**config.mk**
```make
export PLATFORM = sky130hd
export DESIGN_NAME = word_fed_crc32_engine_unit
export DESIGN_NICKNAME = d
export VERILOG_FILES = /design/src/sv/wfcrc_pkg.sv /design/src/sv/wfcrc_datapath.sv /design/src/sv/word_fed_crc32_engine_unit.sv
export VERILOG_INCLUDE_DIRS = /design/src /design/src/sv
export SDC_FILE = /design/constraint.sdc
export NUM_CORES = 1
export LEC_CHECK = 0
export ABC_AREA = 1
export BUFFER_PORTS_ARGS = -buffer_cell sky130_fd_sc_hd__buf_2
export CORE_ASPECT_RATIO = 1.5
export CORE_UTILIZATION = 42
export DETAILED_ROUTE_END_ITERATION = 16
export PLACE_DENSITY = 0.69
export SLEW_MARGIN = 5
export SYNTH_ARGS = -nofsm -noshare
export SYNTH_HDL_FRONTEND = slang
export SYNTH_SLANG_ARGS = --single-unit
```
**constraint.sdc**
```tcl
create_clock -name i_clk -period 3.55 [get_ports i_clk]
set_input_delay 0.5325 -clock i_clk [delete_from_list [all_inputs] [get_ports i_clk]]
set_output_delay 0.5325 -clock i_clk [all_outputs]
set_load 0.03 [all_outputs]
```
**src/sv/word_fed_crc32_engine_unit_defines.svh**
```systemverilog
// Assertion macros for the word-fed CRC-32 engine.
`ifndef WORD_FED_CRC32_ENGINE_UNIT_DEFINES_SVH
`define WORD_FED_CRC32_ENGINE_UNIT_DEFINES_SVH

`ifndef SYNTH

`define WFC_ASSERT_IMPL(label, clk, rst_n, ante, cons) \
    label: assert property (@(posedge clk) disable iff (!(rst_n)) (ante) |-> (cons)) \
        else $error("assertion failed");

`define WFC_ASSERT_NEXT(label, clk, rst_n, ante, cons) \
    label: assert property (@(posedge clk) disable iff (!(rst_n)) (ante) |=> (cons)) \
        else $error("assertion failed");

`else

`define WFC_ASSERT_IMPL(label, clk, rst_n, ante, cons)

`define WFC_ASSERT_NEXT(label, clk, rst_n, ante, cons)

`endif

`endif

```
**src/sv/wfcrc_pkg.sv**
```systemverilog
// Package: CRC-32 constants, running state type and word fold function.
`default_nettype none

package wfcrc_pkg;

    localparam int unsigned C_WORD_BITS  = 32;
    localparam int unsigned C_WORD_BYTES = 4;
    localparam int unsigned C_HELD_BITS  = C_WORD_BITS - 8;

    localparam logic [31:0] C_POLY     = 32'h04C1_1DB7;
    localparam logic [31:0] C_CRC_INIT = 32'hFFFF_FFFF;
    localparam logic [31:0] C_CRC_MSB  = 32'h8000_0000;
    localparam logic [7:0]  C_PAD_BYTE = 8'hFF;
    localparam logic [1:0]  C_LAST_POS = 2'(C_WORD_BYTES - 1);

    typedef struct packed {
        logic [31:0]            crc;
        logic [C_HELD_BITS-1:0] partial;
        logic [1:0]             pos;
    } t_crc_state;

    typedef logic [C_WORD_BITS-1:0][31:0] t_fold_cols;

    // Bit-serial fold, used only to build the constant matrix.
    function automatic logic [31:0] shift_word(input logic [31:0] x);
        logic [31:0] v;
        v = x;
        for (int i = 0; i < C_WORD_BITS; i++) begin
            if ((v & C_CRC_MSB) != 32'd0) begin
                v = (v << 1) ^ C_POLY;
            end else begin
                v = v << 1;
            end
        end
        return v;
    endfunction

    function automatic t_fold_cols build_cols();
        t_fold_cols c;
        for (int i = 0; i < C_WORD_BITS; i++) begin
            c[i] = shift_word(32'd1 << i);
        end
        return c;
    endfunction

    localparam t_fold_cols C_FOLD_COLS = build_cols();

    // XOR word into CRC and advance 32 bit steps (linear, flat XOR tree).
    function automatic logic [31:0] fold_word(input logic [31:0] crc,
                                              input logic [31:0] word);
        logic [31:0] v;
        logic [31:0] res;
        v   = crc ^ word;
        res = '0;
        for (int i = 0; i < C_WORD_BITS; i++) begin
            res = res ^ ({32{v[i]}} & C_FOLD_COLS[i]);
        end
        return res;
    endfunction

endpackage

`default_nettype wire

```
**src/sv/wfcrc_datapath.sv**
```systemverilog
// Byte packing, pad and fold logic: next running state and finished CRC.
`default_nettype none

module wfcrc_datapath (
    input  wire  wfcrc_pkg::t_crc_state i_state,
    input  wire  logic [7:0]            i_data_byte,
    input  wire  logic                  i_byte_valid,
    input  wire  logic                  i_last,
    output       wfcrc_pkg::t_crc_state o_next_state,
    output       logic [31:0]           o_crc
);
    import wfcrc_pkg::*;

    logic [31:0] held;
    logic [31:0] word;
    logic        full;
    logic        do_fold;
    logic [31:0] crc_out;
    logic [C_HELD_BITS-1:0] partial_upd;

    always_comb begin
        held = {8'h00, i_state.partial};
        full = i_byte_valid && (i_state.pos == C_LAST_POS);
        for (int k = 0; k < C_WORD_BYTES; k++) begin
            if (2'(k) < i_state.pos) begin
                word[k*8 +: 8] = held[k*8 +: 8];
            end else if (i_byte_valid && (2'(k) == i_state.pos)) begin
                word[k*8 +: 8] = i_data_byte;
            end else begin
                word[k*8 +: 8] = C_PAD_BYTE;
            end
        end
        do_fold = full || (i_last && (i_byte_valid || (i_state.pos != 2'd0)));
        crc_out = do_fold ? fold_word(i_state.crc, word) : i_state.crc;

        partial_upd = i_state.partial;
        for (int k = 0; k < C_WORD_BYTES - 1; k++) begin
            if (i_byte_valid && (2'(k) == i_state.pos)) begin
                partial_upd[k*8 +: 8] = i_data_byte;
            end
        end

        o_next_state = i_state;
        if (i_last) begin
            o_next_state.crc     = C_CRC_INIT;
            o_next_state.partial = '0;
            o_next_state.pos     = 2'd0;
        end else if (full) begin
            o_next_state.crc     = crc_out;
            o_next_state.partial = '0;
            o_next_state.pos     = 2'd0;
        end else if (i_byte_valid) begin
            o_next_state.partial = partial_upd;
            o_next_state.pos     = i_state.pos + 2'd1;
        end
        o_crc = crc_out;
    end

endmodule

`default_nettype wire

```
**src/sv/word_fed_crc32_engine_unit.sv**
```systemverilog
// Top level: word-fed CRC-32 engine with input and result registers.
`default_nettype none

// One request per cycle: a byte (byte_valid), an optional end-of-image mark
// (last), or both. Bytes pack LSB first into 32-bit words; each full word is
// folded into the CRC (poly 04C11DB7, init all ones, MSB first, no reflection,
// no final XOR). On last, a partial word is padded with FF bytes and folded,
// the CRC is presented on o_crc_value and the running state returns to init;
// a bare end mark on an empty image gives FFFFFFFF. Throughput is one request
// per cycle; a taken request lands in the input register, then the
// combinational fold writes the result register, which presents the result.
// Only a last request waits on a stalled result register.

module word_fed_crc32_engine_unit (
    input  wire  logic        i_clk,
    input  wire  logic        i_rst_n,
    input  wire  logic        i_in_valid,
    output       logic        o_in_stall,
    input  wire  logic [7:0]  i_data_byte,
    input  wire  logic        i_byte_valid,
    input  wire  logic        i_last,
    output       logic        o_out_valid,
    input  wire  logic        i_out_stall,
    output       logic [31:0] o_crc_value
);
    import wfcrc_pkg::*;

`include "word_fed_crc32_engine_unit_defines.svh"

    logic        r_in_valid;
    logic [7:0]  r_in_byte;
    logic        r_in_bv;
    logic        r_in_last;
    t_crc_state  r_state;
    logic        r_out_valid;
    logic [31:0] r_out_crc;

    t_crc_state  n_state;
    logic [31:0] w_crc;
    logic        out_free;
    logic        proc;
    logic        in_take;

    wfcrc_datapath u_datapath (
        .i_state      (r_state),
        .i_data_byte  (r_in_byte),
        .i_byte_valid (r_in_bv),
        .i_last       (r_in_last),
        .o_next_state (n_state),
        .o_crc        (w_crc)
    );

    always_comb begin
        out_free   = !r_out_valid || !i_out_stall;
        proc       = r_in_valid && (!r_in_last || out_free);
        o_in_stall = r_in_valid && !proc;
        in_take    = i_in_valid && !o_in_stall;
    end

    always_ff @(posedge i_clk) begin
        if (!i_rst_n) begin
            r_in_valid    <= 1'b0;
            r_out_valid   <= 1'b0;
            r_state.crc     <= C_CRC_INIT;
            r_state.partial <= '0;
            r_state.pos     <= 2'd0;
        end else begin
            if (in_take) begin
                r_in_valid <= 1'b1;
            end else if (proc) begin
                r_in_valid <= 1'b0;
            end
            if (proc) begin
                r_state <= n_state;
            end
            if (proc && r_in_last) begin
                r_out_valid <= 1'b1;
            end else if (!i_out_stall) begin
                r_out_valid <= 1'b0;
            end
        end
    end

    always_ff @(posedge i_clk) begin
        if (in_take) begin
            r_in_byte <= i_data_byte;
            r_in_bv   <= i_byte_valid;
            r_in_last <= i_last;
        end
        if (proc && r_in_last) begin
            r_out_crc <= w_crc;
        end
    end

    assign o_out_valid = r_out_valid;
    assign o_crc_value = r_out_crc;

    `WFC_ASSERT_IMPL(a_stall_cause, i_clk, i_rst_n, o_in_stall, r_in_valid && r_in_last && r_out_valid && i_out_stall)
    `WFC_ASSERT_IMPL(a_no_stall_empty, i_clk, i_rst_n, !r_in_valid, !o_in_stall)
    `WFC_ASSERT_NEXT(a_emit, i_clk, i_rst_n, proc && r_in_last, o_out_valid && (o_crc_value == $past(w_crc)))
    `WFC_ASSERT_NEXT(a_state_init, i_clk, i_rst_n, proc && r_in_last, (r_state.crc == C_CRC_INIT) && (r_state.pos == 2'd0))

endmodule

`default_nettype wire

```
Word-level counts from Yosys, hierarchy flattened
Cells that the tools add are included.
{"block": "totals", "regBits": 102, "input_bits": 14, "output_inout_bits": 34}
{"block": "op_classes", "n_addsub": 1, "order_cmp": 4, "n_eq_ne": 5, "n_mux": 20, "bitwise_logic": 32, "reduce_logical": 32}
{"operator": "$xor A32 B32 Y32", "n": 14}
{"operator": "$xor A32 B31 Y32", "n": 6}
{"operator": "$xor A32 B30 Y32", "n": 4}
{"operator": "$xor A32 B29 Y32", "n": 3}
{"operator": "$mux W8", "n": 11}
{"operator": "$mux W32", "n": 2}
{"operator": "$mux W58", "n": 1}
{"operator": "$mux W26", "n": 2}
{"operator": "$xor A32 B25 Y32", "n": 1}
{"operator": "$xor A32 B26 Y32", "n": 1}
{"operator": "$xor A32 B27 Y32", "n": 1}
{"operator": "$xor A32 B28 Y32", "n": 1}
{"operator": "$xor A27 B28 Y28", "n": 1}
{"operator": "$reduce_bool A3 Y1", "n": 4}
{"operator": "$logic_and A1 B1 Y1", "n": 10}
{"operator": "$reduce_and A3 Y1", "n": 3}
{"operator": "$reduce_bool A2 Y1", "n": 3}
{"operator": "$logic_not A1 Y1", "n": 5}
{"operator": "$eq A2 B2 Y1 const A", "n": 2}
{"operator": "$logic_or A1 B1 Y1", "n": 4}
{"operator": "$lt A1 B2 Y1 const A", "n": 2}
{"operator": "$lt A2 B2 Y1 const A", "n": 2}
{"operator": "$mux W1", "n": 4}
{"operator": "$reduce_and A2 Y1", "n": 2}
{"operator": "other kinds (5)", "n": 5}

Logic depth before layout (Yosys ltp)
Gate-level depths: netlist (run 1).
{"block": "depth", "ltp_word": 39, "depth_mapped": 24, "mapped_depth_nobuf": 23}

Modules after synthesis
From an unflattened synthesis (run 1), not the netlist that was laid out.
{"block": "hier_totals", "hier_cells": 1908, "hier_area_um2": 10801.6}
{"module": "wfcrc_datapath", "instances": 1, "cells_each": 1538, "area_per_inst_um2": 7130.6, "seq_area_each_um2": 0.0}
{"module": "word_fed_crc32_engine_unit", "instances": 1, "cells_each": 370, "area_per_inst_um2": 3671.0, "seq_area_each_um2": 2462.4}

Worst setup path before layout (run 1)
Ideal clock, no wire load.
{"block": "synth_path", "path_kind": "reg2reg", "from": "register r_state[1] (netlist bit)", "to": "register r_out_crc[26] (netlist: o_crc_value[26]), data pin", "setup_time_ns": 0.255, "arrival_ns": 2.274, "setup_slack_ns": 1.021, "path_stages_with_launch": 20, "n_path_buf": 1, "synth_period_minus_slack_ns": 2.529, "cell_sequence": "dfxtp_1 > inv_1 > buf_6 > ha_1 > inv_1 > nand2_1 > o21ai_1 > nand2_1 > nand2_1 > nand2_1 > nand2_1 > nand2_1 > nand2_1 > nand3_1 > nand2_1 > inv_1 > nand2_1 > nand3_1 > nand3_1 > nand2_1"}
{"block": "synth_via", "elab_chain_cells": 37}
{"element": "start: declaration", "line": "word_fed_crc32_engine_unit.sv:34", "text": "t_crc_state r_state;"}
{"element": "start signal: assignment", "line": "word_fed_crc32_engine_unit.sv:74", "text": "r_state <= n_state;"}
{"element": "$logic_not A2 Y1", "line": "wfcrc_datapath.sv:27", "text": "end else if (i_byte_valid && (2'(k) == i_state.pos)) begin"}
{"element": "$logic_and A1 B1 Y1", "line": "wfcrc_datapath.sv:27"}
{"element": "$mux W8", "line": "wfcrc_datapath.sv:27"}
{"element": "$mux W8", "line": "wfcrc_datapath.sv:25", "text": "if (2'(k) < i_state.pos) begin"}
{"element": "$xor A32 B32 Y32", "line": "wfcrc_pkg.sv:53", "text": "v = crc ^ word;"}
{"element": "$xor A27 B28 Y28", "line": "wfcrc_pkg.sv:56", "text": "res = res ^ ({32{v[i]}} & C_FOLD_COLS[i]);"}
{"element": "$xor A32 B29 Y32", "line": "wfcrc_pkg.sv:56"}
{"element": "$xor A32 B30 Y32", "line": "wfcrc_pkg.sv:56"}
{"element": "[... 16 more ...]"}
{"element": "$xor A32 B29 Y32", "line": "wfcrc_pkg.sv:56"}
{"element": "$xor A32 B30 Y32", "line": "wfcrc_pkg.sv:56"}
{"element": "$xor A32 B31 Y32", "line": "wfcrc_pkg.sv:56"}
{"element": "$xor A32 B32 Y32 (3 in series)", "line": "wfcrc_pkg.sv:56"}
{"element": "$xor A32 B31 Y32", "line": "wfcrc_pkg.sv:56"}
{"element": "$xor A32 B32 Y32 (5 in series)", "line": "wfcrc_pkg.sv:56"}
{"element": "$mux W32 (*)", "line": "wfcrc_datapath.sv:34", "text": "crc_out = do_fold ? fold_word(i_state.crc, word) : i_state.crc;"}
{"element": "via u_datapath.o_crc[26]", "line": "wfcrc_datapath.sv:10", "text": "output logic [31:0] o_crc"}
{"element": "end signal: assignment", "line": "word_fed_crc32_engine_unit.sv:91", "text": "r_out_crc <= w_crc;"}
{"element": "end: declaration", "line": "word_fed_crc32_engine_unit.sv:36", "text": "logic [31:0] r_out_crc;"}
Mark *: on every way through the listed nets, which the timed path passes. The rest lies on a longest branch.
A chain may end at the register's enable or synchronous reset.

Worst setup path after layout (run 1)
{"block": "layout_path", "from": "register r_state[1] (netlist bit)", "to": "register r_out_crc[28] (netlist: o_crc_value[28]), data pin"}
{"block": "layout_via", "elab_chain_cells": 36}
{"element": "$logic_not A2 Y1", "line": "wfcrc_datapath.sv:27"}
{"element": "$logic_and A1 B1 Y1", "line": "wfcrc_datapath.sv:27"}
{"element": "$mux W8", "line": "wfcrc_datapath.sv:27"}
{"element": "$mux W8", "line": "wfcrc_datapath.sv:25"}
{"element": "$xor A32 B32 Y32", "line": "wfcrc_pkg.sv:53"}
{"element": "$xor A32 B29 Y32", "line": "wfcrc_pkg.sv:56"}
{"element": "$xor A32 B30 Y32", "line": "wfcrc_pkg.sv:56"}
{"element": "$xor A32 B31 Y32", "line": "wfcrc_pkg.sv:56"}
{"element": "[... 15 more ...]"}
{"element": "$xor A32 B29 Y32", "line": "wfcrc_pkg.sv:56"}
{"element": "$xor A32 B30 Y32", "line": "wfcrc_pkg.sv:56"}
{"element": "$xor A32 B31 Y32", "line": "wfcrc_pkg.sv:56"}
{"element": "$xor A32 B32 Y32 (3 in series)", "line": "wfcrc_pkg.sv:56"}
{"element": "$xor A32 B31 Y32", "line": "wfcrc_pkg.sv:56"}
{"element": "$xor A32 B32 Y32 (5 in series)", "line": "wfcrc_pkg.sv:56"}
{"element": "$mux W32 (*)", "line": "wfcrc_datapath.sv:34"}
{"element": "via u_datapath.o_crc[28]", "line": "wfcrc_datapath.sv:10"}
Marked as above.

==> qor.yml, run 1 <==
timing:
  skew_ps: 10.86
  worst_slack_ps: 350.9
  hold_slack_ps: 334.5
  fmax_mhz: 312.6
  hold_viol_final: 0
  setup-violations-final: 0
  finalSetupTns_ps: 0
  fin_crit_sh: 0.9012
  drv_slew: 0
  worst_pin_slew_ps: 820.1
  rsz0062_at_grt: "no"
  fin_crit_ps: 3199
  relSlewSlack: 0.4526
cts:
  clock_latency_ps: 370
  clock-sinks: 102
  cts_tree: "built"
  htreeDepth: 3
  cts-root-buf: "clkbuf_16"
  clk_pin_slew_ps: 80
  clockBufferDepth: 2
  tritoncts.num_buffers: 9
synthesis:
  synth_top_cell_area_share: 0.2999
  synth_flop_cell: "dfxtp_1"
  synthMostInstantiatedCell: "nand2_1"
  syn_nets: 1620
  ys_seq_area_frac: 0.2599
  syn-cell-area_sq_um: 9475
  post_synth.cell_area_avg_sq_um: 5.915
  synth_area_leaders: "nand2_1, edfxtp_1, dfxtp_1"
  ys_ff_latch: 102
  yosys-top-cells-count: "nand2_1, nand3_1, inv_1, xor2_1, dfxtp_1"
  ys_types: 35
  synth_top_area_cell: "nand2_1"
  synth_edf_count: 42
  synthArstFlopShare: 0
  synth_cells: 1602
  synth_warnings: 0
placement:
  io_buffers: 47
  dp_cells: 1952
  place.gp.congestion: 1.094
  post_dp_cell_area_sq_um: 10380
  place_ws_ps: 312.8
  dp_hpwl_microns: 32560
critical_path:
  r2r-end: "o_crc_value[28]"
  reg2reg_from: "r_state[1]"
  cpPeakStageDelay_ps: 420
  crit_top_cell: "nand2_1"
  cp_num_buf_inv: 3
  r2r_cells: 18
  crit_chain: "inv_1, buf_4, ha_1, nand2_1, inv_2, nand3_1, nand2_1, nand2_1, nand2_1, nand2_1, nand2_1, or2_1, nand2_1, nand2_1, nand2_1, nand2_1, nand3_1, nand2_1"
  cp-start-kind: "flip-flop"
  worst-path-max-fanout: 12
  cp_top_family: "simple AND/OR/NAND/NOR gates"
  slowest_stage: "dfxtp_2"
  arrival_ps: 3320
  crit_type: "reg2reg"
  crit_start: "r_state[1]"
  worst_setup_path_end_kind: "flip-flop"
  crit_required_ps: 3670
  reg2reg_slack_ps: 350
layout:
  layout-drive-gt1-share: 0.1044
  num_antenna_cells: 0
  num-fill-cells: 2289
  regArea_sq_um: 2464
  fin_util: 0.4882
  area_growth_pct: 12.76
  fin_cells: 1968
  final_area_sq_um: 10680
  fin_nets: 1709
  multi_input_area_sq_um: 6292
detailed_routing:
  vias: 10650
  drt_iter0_markers: 893
  drcViolationCount: 0
  finalWirelength_microns: 40140
  avgViaCountPerCell: 5.411
  drt_first_pass_iters: 5
  wl_per_cell_microns: 20.40
  drtAntennaViolNets: 0
run_status:
  status: "finished, final reports clean"
power_and_ir_drop:
  total_power_mw: 5.306
  power.share.sequential: 0.258
  vdd_drop_max_uv: 359.2
  power_density_nw_per_um2: 496.6
  power_leakage_nw: 5.822
  clkPwrFrac: 0.190
  p_int_mw: 2.761
  combPwrFrac: 0.553
  switchingPower_mw: 2.545
  swShare: 0.4797
die:
  die_x_microns: 124.6
  dieArea_sq_um: 23180
  ios: 48
  die_h_microns: 186.0
  core_sq_um: 21880
  num_rows: 66
  start_util: 0.4330
min_path:
  min_to: "r_in_byte[3]"
  min_delay_path_depth: 1
  min_from: "i_data_byte[3]"
  min_path_type: "in2reg"
flow_run:
  maxCapViolCount: 0
global_route:
  grt_pass1_vias: 9703
  grt_max_degree: 36
  track_usage: 0.3488
  overflow: 0
  grt_first_pass_wirelength_microns: 58840
  antenna_found_initial: 0
what timing repair did:
item / in CTS / in global routing
gates resized for setup: 0 / 2
setup endpoints to repair: 0 / 2
hold buffers: 0 / 0
buffers inserted: 0 / 0
registers in the layout, summed over array words and instances (netlist names):
register and cells:
o_out_valid 1, r_in_valid 1, r_in_bv 1, r_in_last 1
o_crc_value 32, r_state 58, r_in_byte 8
power by group through the flow:
stage          Clock [mW]  Sequential, mW  Combinational (mW)
4_1_cts              1.03            1.36                2.88
5_1_grt              1.07            1.37                3.22
3_5_place_dp            0            1.39                2.87
6_report             1.01            1.37                2.93
2_1_floorplan           0            1.40                1.93
3_3_place_gp            0            1.39                2.84
worst max-delay path by stage:
stage | cells after the start | end | slack, ps
after floorplan | 19 | o_crc_value[26] | 1020
after detailed placement | 19 | o_crc_value[2] | 310
after CTS | 19 | o_crc_value[2] | 300
after global placement | 19 | o_crc_value[2] | 370
after global routing | 19 | o_crc_value[2] | 90
final | 18 | o_crc_value[28] | 350
cell type report:
class / instances / share of cell area
repair buffers: 103 / 0.06254
flip-flops and latches: 102 / 0.2306
multi-input cells: 1311 / 0.5889
well taps: 272 / 0.03185
clock buffers: 10 / 0.02237
inverters: 164 / 0.05785
clock inverters: 6 / 0.005855
cells in the final DEF (no fill, tap or decap), types with 2 or more instances in the layout:
cell / count
edfxtp_1: 42
o21ai_1: 3
xor2_2: 5
a21oi_1: 55
or2_2: 13
nor2_4: 2
inv_2: 6
dfxtp_1: 59
nand3b_1: 6
nand2_4: 3
nor2_1: 42
xnor2_2: 4
nand3_1: 220
o21ai_0: 31
inv_6: 3
nor2_2: 2
nand2_2: 19
nand4_1: 9
nand2b_1: 2
ha_1: 4
clkbuf_16: 9
o21bai_1: 4
inv_1: 155
clkinv_1: 2
a21o_1: 2
buf_4: 55
buf_2: 47
a211oi_1: 2
nand2_1: 756
xnor2_1: 48
xor2_1: 69
or2_1: 8
cell families (layout without fill, tap and decap cells):
family / Yosys count / count (layout) / share of synthesized area
and+or+nand+nor: 1082 / 1082 / 0.4775
buffers and inverters: 189 / 283 / 0.07699
xor gates and xnor gates: 127 / 127 / 0.1265
DFF: 102 / 102 / 0.2599
AOI/OAI and AO/OA: 98 / 98 / 0.05387
adders and majority gates: 4 / 4 / 0.005282
metal layers:
layer  share of wire  global-route usage
met5               0                   0
met1            0.37              0.3857
met2            0.47              0.5969
met4           0.093              0.2906
met3           0.059             0.04714
(Power assumes the default switching activity.)
==> run 2: changes to the inputs <==
==> constraint.sdc (replaced) <==
create_clock -name i_clk -period 3.7 [get_ports i_clk]
set_input_delay 0.555 -clock i_clk [delete_from_list [all_inputs] [get_ports i_clk]]
set_output_delay 0.555 -clock i_clk [all_outputs]
set_load 0.03 [all_outputs]
==> run 2 against run 1 <==
Effect of this change:
- setup slack worse by 91 ps
- cell count is 1.2% lower
- clock power is 4% lower
- critical path type unchanged
- largest power group unchanged
- sequential power is 4% lower
- critical path depth is 4 lower
- clock skew is 2.1 ps higher
==> qor.yml, run 2 (same netlist as run 1, synthesis figures left out) <==
detailed_routing:
  drt_first_pass_iters: 8  # +3
  wl_per_cell_microns: 20.25  # -0.70%
  drcViolationCount: 0  # unchanged
  drt_iter0_markers: 801  # -10%
  avgViaCountPerCell: 5.437  # +0.47%
  drtAntennaViolNets: 0  # unchanged
  finalWirelength_microns: 39380  # -1.9%
  vias: 10570  # -0.75%
global_route:
  grt_pass1_vias: 9937  # +2.4%
  overflow: 0  # unchanged
  gr-max-usage-layer: "met2"
  use_met3: 0.05088  # +0.003737
  grt_first_pass_wirelength_microns: 58780  # -0.11%
  track_usage: 0.3467  # -0.002047
  grt_max_degree: 36  # unchanged
  met1_usage: 0.3863  # +0.0006333
  antenna_found_initial: 0  # unchanged
  use_met2: 0.5848  # -0.01215
die:
  core_sq_um: 21880  # unchanged
  ios: 48  # unchanged
  dieArea_sq_um: 23180  # unchanged
  num_rows: 66  # unchanged
  die_h_microns: 186.0  # unchanged
  die_x_microns: 124.6  # unchanged
  start_util: 0.4330  # unchanged
layout:
  layout-drive-gt1-share: 0.09031  # -0.01405
  area_growth_pct: 10.72
  fin_nets: 1685  # -1.4%
  num_antenna_cells: 0  # unchanged
  final_cell_mix: "nand2_1, nand3_1, inv_1, xor2_1, dfxtp_1"
  multi_input_area_sq_um: 6290  # about the same
  largest_register_ffs: 58  # unchanged
  final_common_cell: "nand2_1"
  num-fill-cells: 2329  # +1.7%
  regArea_sq_um: 2462  # about the same
  regMostFlops: "r_state"
critical_path:
  cp-start-kind: "flip-flop"
  cpPeakStageDelay_ps: 490  # +70 ps
  crit_top_cell: "nand2_1"
  worst-path-max-fanout: 13  # +1
  cp_top_family: "simple AND/OR/NAND/NOR gates"
  slowest_stage: "xor2_1"
  crit_required_ps: 3830  # +160 ps
  cp_num_buf_inv: 2  # -1
  crit_chain: "inv_1, ha_1, or2_2, nand2_1, nand2_1, nand2_1, buf_4, nand2_1, nand2_1, xor2_1, xor2_1, nand2_1, nand3_1, nand2_1"
  arrival_ps: 3570  # +250 ps
  crit_type: "reg2reg"
  worst_setup_path_end_kind: "flip-flop"
timing:
  fin_crit_sh: 0.9298  # +0.02868
  fmax_mhz: 290.7  # -7.0%
  skew_ps: 12.95  # +2.091 ps
  hold_slack_ps: 350.7  # +16.20 ps
  finalSetupTns_ps: 0  # unchanged
  rsz0062_at_grt: "no"
  hold_viol_final: 0  # unchanged
  fin_crit_ps: 3440  # +241.3 ps
  worst_pin_slew_ps: 746.1  # -74.02 ps
  setup-violations-final: 0  # unchanged
  relSlewSlack: 0.5008  # +0.04811
  drv_slew: 0  # unchanged
  worst_slack_ps: 259.6  # -91.29 ps
power_and_ir_drop:
  vdd_drop_max_uv: 316.9  # -12%
  power.share.sequential: 0.264  # +0.006
  clkPwrFrac: 0.195  # +0.005
  power_leakage_nw: 5.704  # -2.0%
  total_power_mw: 4.968  # -6.4%
  switchingPower_mw: 2.398  # -5.8%
  p_int_mw: 2.571  # -6.9%
  combPwrFrac: 0.541  # -0.012
  power_density_nw_per_um2: 473.5  # -4.6%
  swShare: 0.4826  # +0.002901
cts:
  cts-root-buf: "clkbuf_16"
  clockBufferDepth: 2  # unchanged
  clk_pin_slew_ps: 80  # about the same
  htreeDepth: 3  # unchanged
  clock-sinks: 102  # unchanged
  holdBufCountCts: 0  # unchanged
  clock_latency_ps: 380  # about the same
  post_cts_resized: 0  # unchanged
  tritoncts.num_buffers: 9  # unchanged
  cts_tree: "built"
  cts_setup_buffers: 0  # unchanged
placement:
  io_buffers: 47  # unchanged
  place_ws_ps: 293.6  # -19.25 ps
  place.gp.congestion: 1.039  # -5.1%
  dp_hpwl_microns: 31560  # -3.1%
flow_run:
  maxCapViolCount: 0  # unchanged
min_path:
  min_path_type: "in2reg"
run_status:
  status: "finished, final reports clean"
[run 2: per-layer routing]
metal | up-vias | part of all wire
met2 | 441 | 0.46
met5 | - | 0
met1 | 4797 | 0.37
li1 | 5170 | -
met3 | 161 | 0.070
met4 | 0 | 0.094
[run 2: power groups by stage]
stage	clock network, mW	logic [mW]	registers [mW]
4_1_cts	0.977	2.63	1.31
3_3_place_gp	0	2.60	1.33
2_1_floorplan	0	1.85	1.34
5_1_grt	1.02	2.97	1.32
6_report	0.970	2.69	1.31
3_5_place_dp	0	2.63	1.34
[run 2: layout make-up]
cell class              count  share of cell area
multi-input cells        1311              0.5995
flip-flops and latches    102              0.2347
inverters                 164             0.05891
repair buffers             79             0.04651
well taps                 272             0.03244
clock buffers               9             0.02147
clock inverters             7            0.006440
[run 2: worst paths after layout]
check        slack, ps               to      startpoint  cells after the start
max                260  o_crc_value[16]      r_state[1]                     14
min                350     r_in_byte[3]  i_data_byte[3]                      1
max reg2reg        260  o_crc_value[16]      r_state[1]                     14
min reg2reg        460       r_state[2]      r_state[2]                      2
[run 2: per-stage QoR]
| stage | instances | instance area (sq um) | utilization |
|---|---|---|---|
| after floorplan | 1602 | 9475 | - |
| after global placement | 1928 | 10200 | 0.4660 |
| after detailed placement | 1928 | 10200 | 0.4660 |
| after CTS | 1944 | 10490 | 0.4794 |
| after global routing | 1944 | 10490 | 0.4794 |
| final | 1944 | 10490 | 0.4794 |
[run 2: worst register-to-register path: cells and delay by family (launching register included)]
| family | cells | cell delay, ps |
|---|---|---|
| adder cells (fa/ha/maj) | 1 | 280 |
| flip-flops | 1 | 460 |
| buffers and inverters | 2 | 490 |
| AND/OR/NAND/NOR | 9 | 1290 |
| XOR/XNOR | 2 | 690 |
==> run 3: changes to the inputs <==
--- a/config.mk
+++ b/config.mk
@@ -10,9 +10,11 @@
 export BUFFER_PORTS_ARGS = -buffer_cell sky130_fd_sc_hd__buf_2
 export CORE_ASPECT_RATIO = 1.5
 export CORE_UTILIZATION = 42
+export CTS_BUF_LIST = sky130_fd_sc_hd__clkbuf_4
 export DETAILED_ROUTE_END_ITERATION = 16
 export PLACE_DENSITY = 0.69
 export SLEW_MARGIN = 5
 export SYNTH_ARGS = -nofsm -noshare
 export SYNTH_HDL_FRONTEND = slang
 export SYNTH_SLANG_ARGS = --single-unit
+export TNS_END_PERCENT = 10
==> run 3 against run 2 <==
Effect of this change:
- clock power down 37%
- global-route usage grew 0.26 points
- cell count about the same
- clock-buffer cell count stayed put
- core utilization decreased by 0.71 points
- largest cell class unchanged
- largest power group unchanged
==> qor.yml, run 3 (same netlist as run 1, synthesis figures left out) <==
cts:
  post_cts_resized: 0  # unchanged
  clock-sinks: 102  # unchanged
  holdBufCountCts: 0  # unchanged
  cts-root-buf: "clkbuf_4"
  clock_latency_ps: 570  # +190 ps
  clk_pin_slew_ps: 180  # +100 ps
  clockBufferDepth: 2  # unchanged
  cts_setup_buffers: 0  # unchanged
  tritoncts.num_buffers: 9  # unchanged
  htreeDepth: 3  # unchanged
  cts_tree: "built"
critical_path:
  r2r_cells: 16  # +2
  arrival_ps: 3910  # +340 ps
  reg2reg_from: "r_state[1]"
  crit_chain: "inv_1, ha_1, or2_2, nand2_1, nand2_1, nand2_1, buf_4, nand2_1, nand2_1, xor2_1, xor2_1, nand2_1, nand3_1, nand3_1, nand2_1, nand2_1"
  crit_type: "reg2reg"
  cp-start-kind: "flip-flop"
  crit_top_cell: "nand2_1"
  r2r-end: "r_state[42]"
  cpPeakStageDelay_ps: 490  # about the same
  reg2reg_slack_ps: 270  # about the same
  crit_required_ps: 4170  # +340 ps
  slowest_stage: "dfxtp_1"
  worst-path-max-fanout: 13  # unchanged
  worst_setup_path_end_kind: "flip-flop"
timing:
  relSlewSlack: 0.4793  # -0.02141
  drv_slew: 0  # unchanged
  hold_slack_ps: 156.1  # -194.6 ps
  skew_ps: 38.29  # +25.34 ps
  fmax_mhz: 291.3  # +0.23%
  finalSetupTns_ps: 0  # unchanged
  fin_crit_sh: 0.9277  # -0.002112
  rsz0062_at_grt: "no"
  setup-violations-final: 0  # unchanged
  worst_pin_slew_ps: 780.1  # +34.01 ps
  hold_viol_final: 0  # unchanged
  fin_crit_ps: 3433  # -7.815 ps
layout:
  largest_register_ffs: 58  # unchanged
  final_common_cell: "nand2_1"
  layout-drive-gt1-share: 0.09031  # unchanged
  num-fill-cells: 2335  # +0.26%
  final_cell_mix: "nand2_1, nand3_1, inv_1, xor2_1, dfxtp_1"
  area_growth_pct: 9.085
  regMostFlops: "r_state"
  fin_nets: 1685  # unchanged
global_route:
  grt_max_degree: 36  # unchanged
  antenna_found_initial: 1  # +1
  overflow: 0  # unchanged
  grt_pass1_vias: 9959  # +0.22%
  track_usage: 0.3493  # +0.002600
  grt_first_pass_wirelength_microns: 59060  # +0.47%
min_path:
  min_to: "r_in_last"
  min_delay_path_depth: 1  # unchanged
  min_path_type: "in2reg"
  min_from: "i_last"
placement:
  dp_hpwl_microns: 31560  # unchanged
  io_buffers: 47  # unchanged
  place.gp.congestion: 1.039  # unchanged
flow_run:
  maxCapViolCount: 0  # unchanged
die:
  die_x_microns: 124.6  # unchanged
  ios: 48  # unchanged
  num_rows: 66  # unchanged
  start_util: 0.4330  # unchanged
  die_h_microns: 186.0  # unchanged
  dieArea_sq_um: 23180  # unchanged
  core_sq_um: 21880  # unchanged
detailed_routing:
  vias: 10670  # +0.97%
  drt_iter0_markers: 841  # +5.0%
  avgViaCountPerCell: 5.487  # +0.92%
  drcViolationCount: 0  # unchanged
  wl_per_cell_microns: 20.32  # +0.34%
  drt_first_pass_iters: 6  # -2
  drtAntennaViolNets: 0  # unchanged
  finalWirelength_microns: 39530  # +0.39%
power_and_ir_drop:
  vdd_drop_max_uv: 298.6  # -5.8%
  power_density_nw_per_um2: 446.3  # -5.8%
  power_leakage_nw: 5.634  # -1.2%
run_status:
  status: "finished, final reports clean"
[run 3: changes by cell type in the layout (fill, tap and decap cells not counted)]
cell	change
diode_2	+1
clkbuf_4	+9
clkbuf_16	-9
[run 3: how the worst max path moves through the flow]
stage | from | endpoint | depth (start not counted)
after CTS | r_state[1] | o_crc_value[16] | 14
after global routing | r_state[1] | r_state[42] | 18
final | r_state[1] | r_state[42] | 16
after floorplan | r_state[1] | o_crc_value[26] | 19
after detailed placement | r_state[1] | o_crc_value[16] | 14
after global placement | r_state[1] | o_crc_value[16] | 14
[run 3: area by class of cell]
type / instances / area [sq um] / area share
Multi-Input combinational cell: 1311 / 6290 / 0.6085
Sequential cell: 102 / 2462 / 0.2382
Inverter: 164 / 618.1 / 0.05980
Timing Repair Buffer: 79 / 488.0 / 0.04721
Tap cell: 272 / 340.3 / 0.03293
Clock buffer: 9 / 67.56 / 0.006537
Clock inverter: 7 / 67.56 / 0.006537
Antenna cell: 1 / 2.502 / 0.0002421
[run 3: routing by layer]
layer,global-route usage,wire [microns],up-vias
met3,0.06295,3020,161
met4,0.2906,3615,0
li1,-,-,5171
met1,0.3852,14590,4813
met5,0,0,-
met2,0.5874,18300,527
[run 3: metrics by stage]
step | total power [mW] | worst slack (ps) | instance area [sq um] | utilization | cells
global placement | 3.930 | 336.0 | 10200 | 0.4660 | 1928
floorplan | 3.195 | 1171 | 9475 | - | 1602
finish | 4.613 | 267.4 | 10340 | 0.4723 | 1945
CTS | 4.571 | 302.1 | 10330 | 0.4722 | 1944
detailed placement | 3.963 | 293.6 | 10200 | 0.4660 | 1928
global route | 4.949 | 30.12 | 10340 | 0.4723 | 1945
[run 3: where the power goes]
group          switching (mW)  internal [mW]  leakage (nW)
Combinational            1.84          0.847          4.68
Clock                   0.455          0.154        0.0756
Sequential             0.0616           1.25         0.876
[run 3: critical path: cells and delay by family, from the launching register on]
family	cells	cell delay, ps
AND/OR/NAND/NOR	11	1470
flip-flops	1	490
adder cells (fa/ha/maj)	1	280
buffers and inverters	2	480
XOR/XNOR	2	680
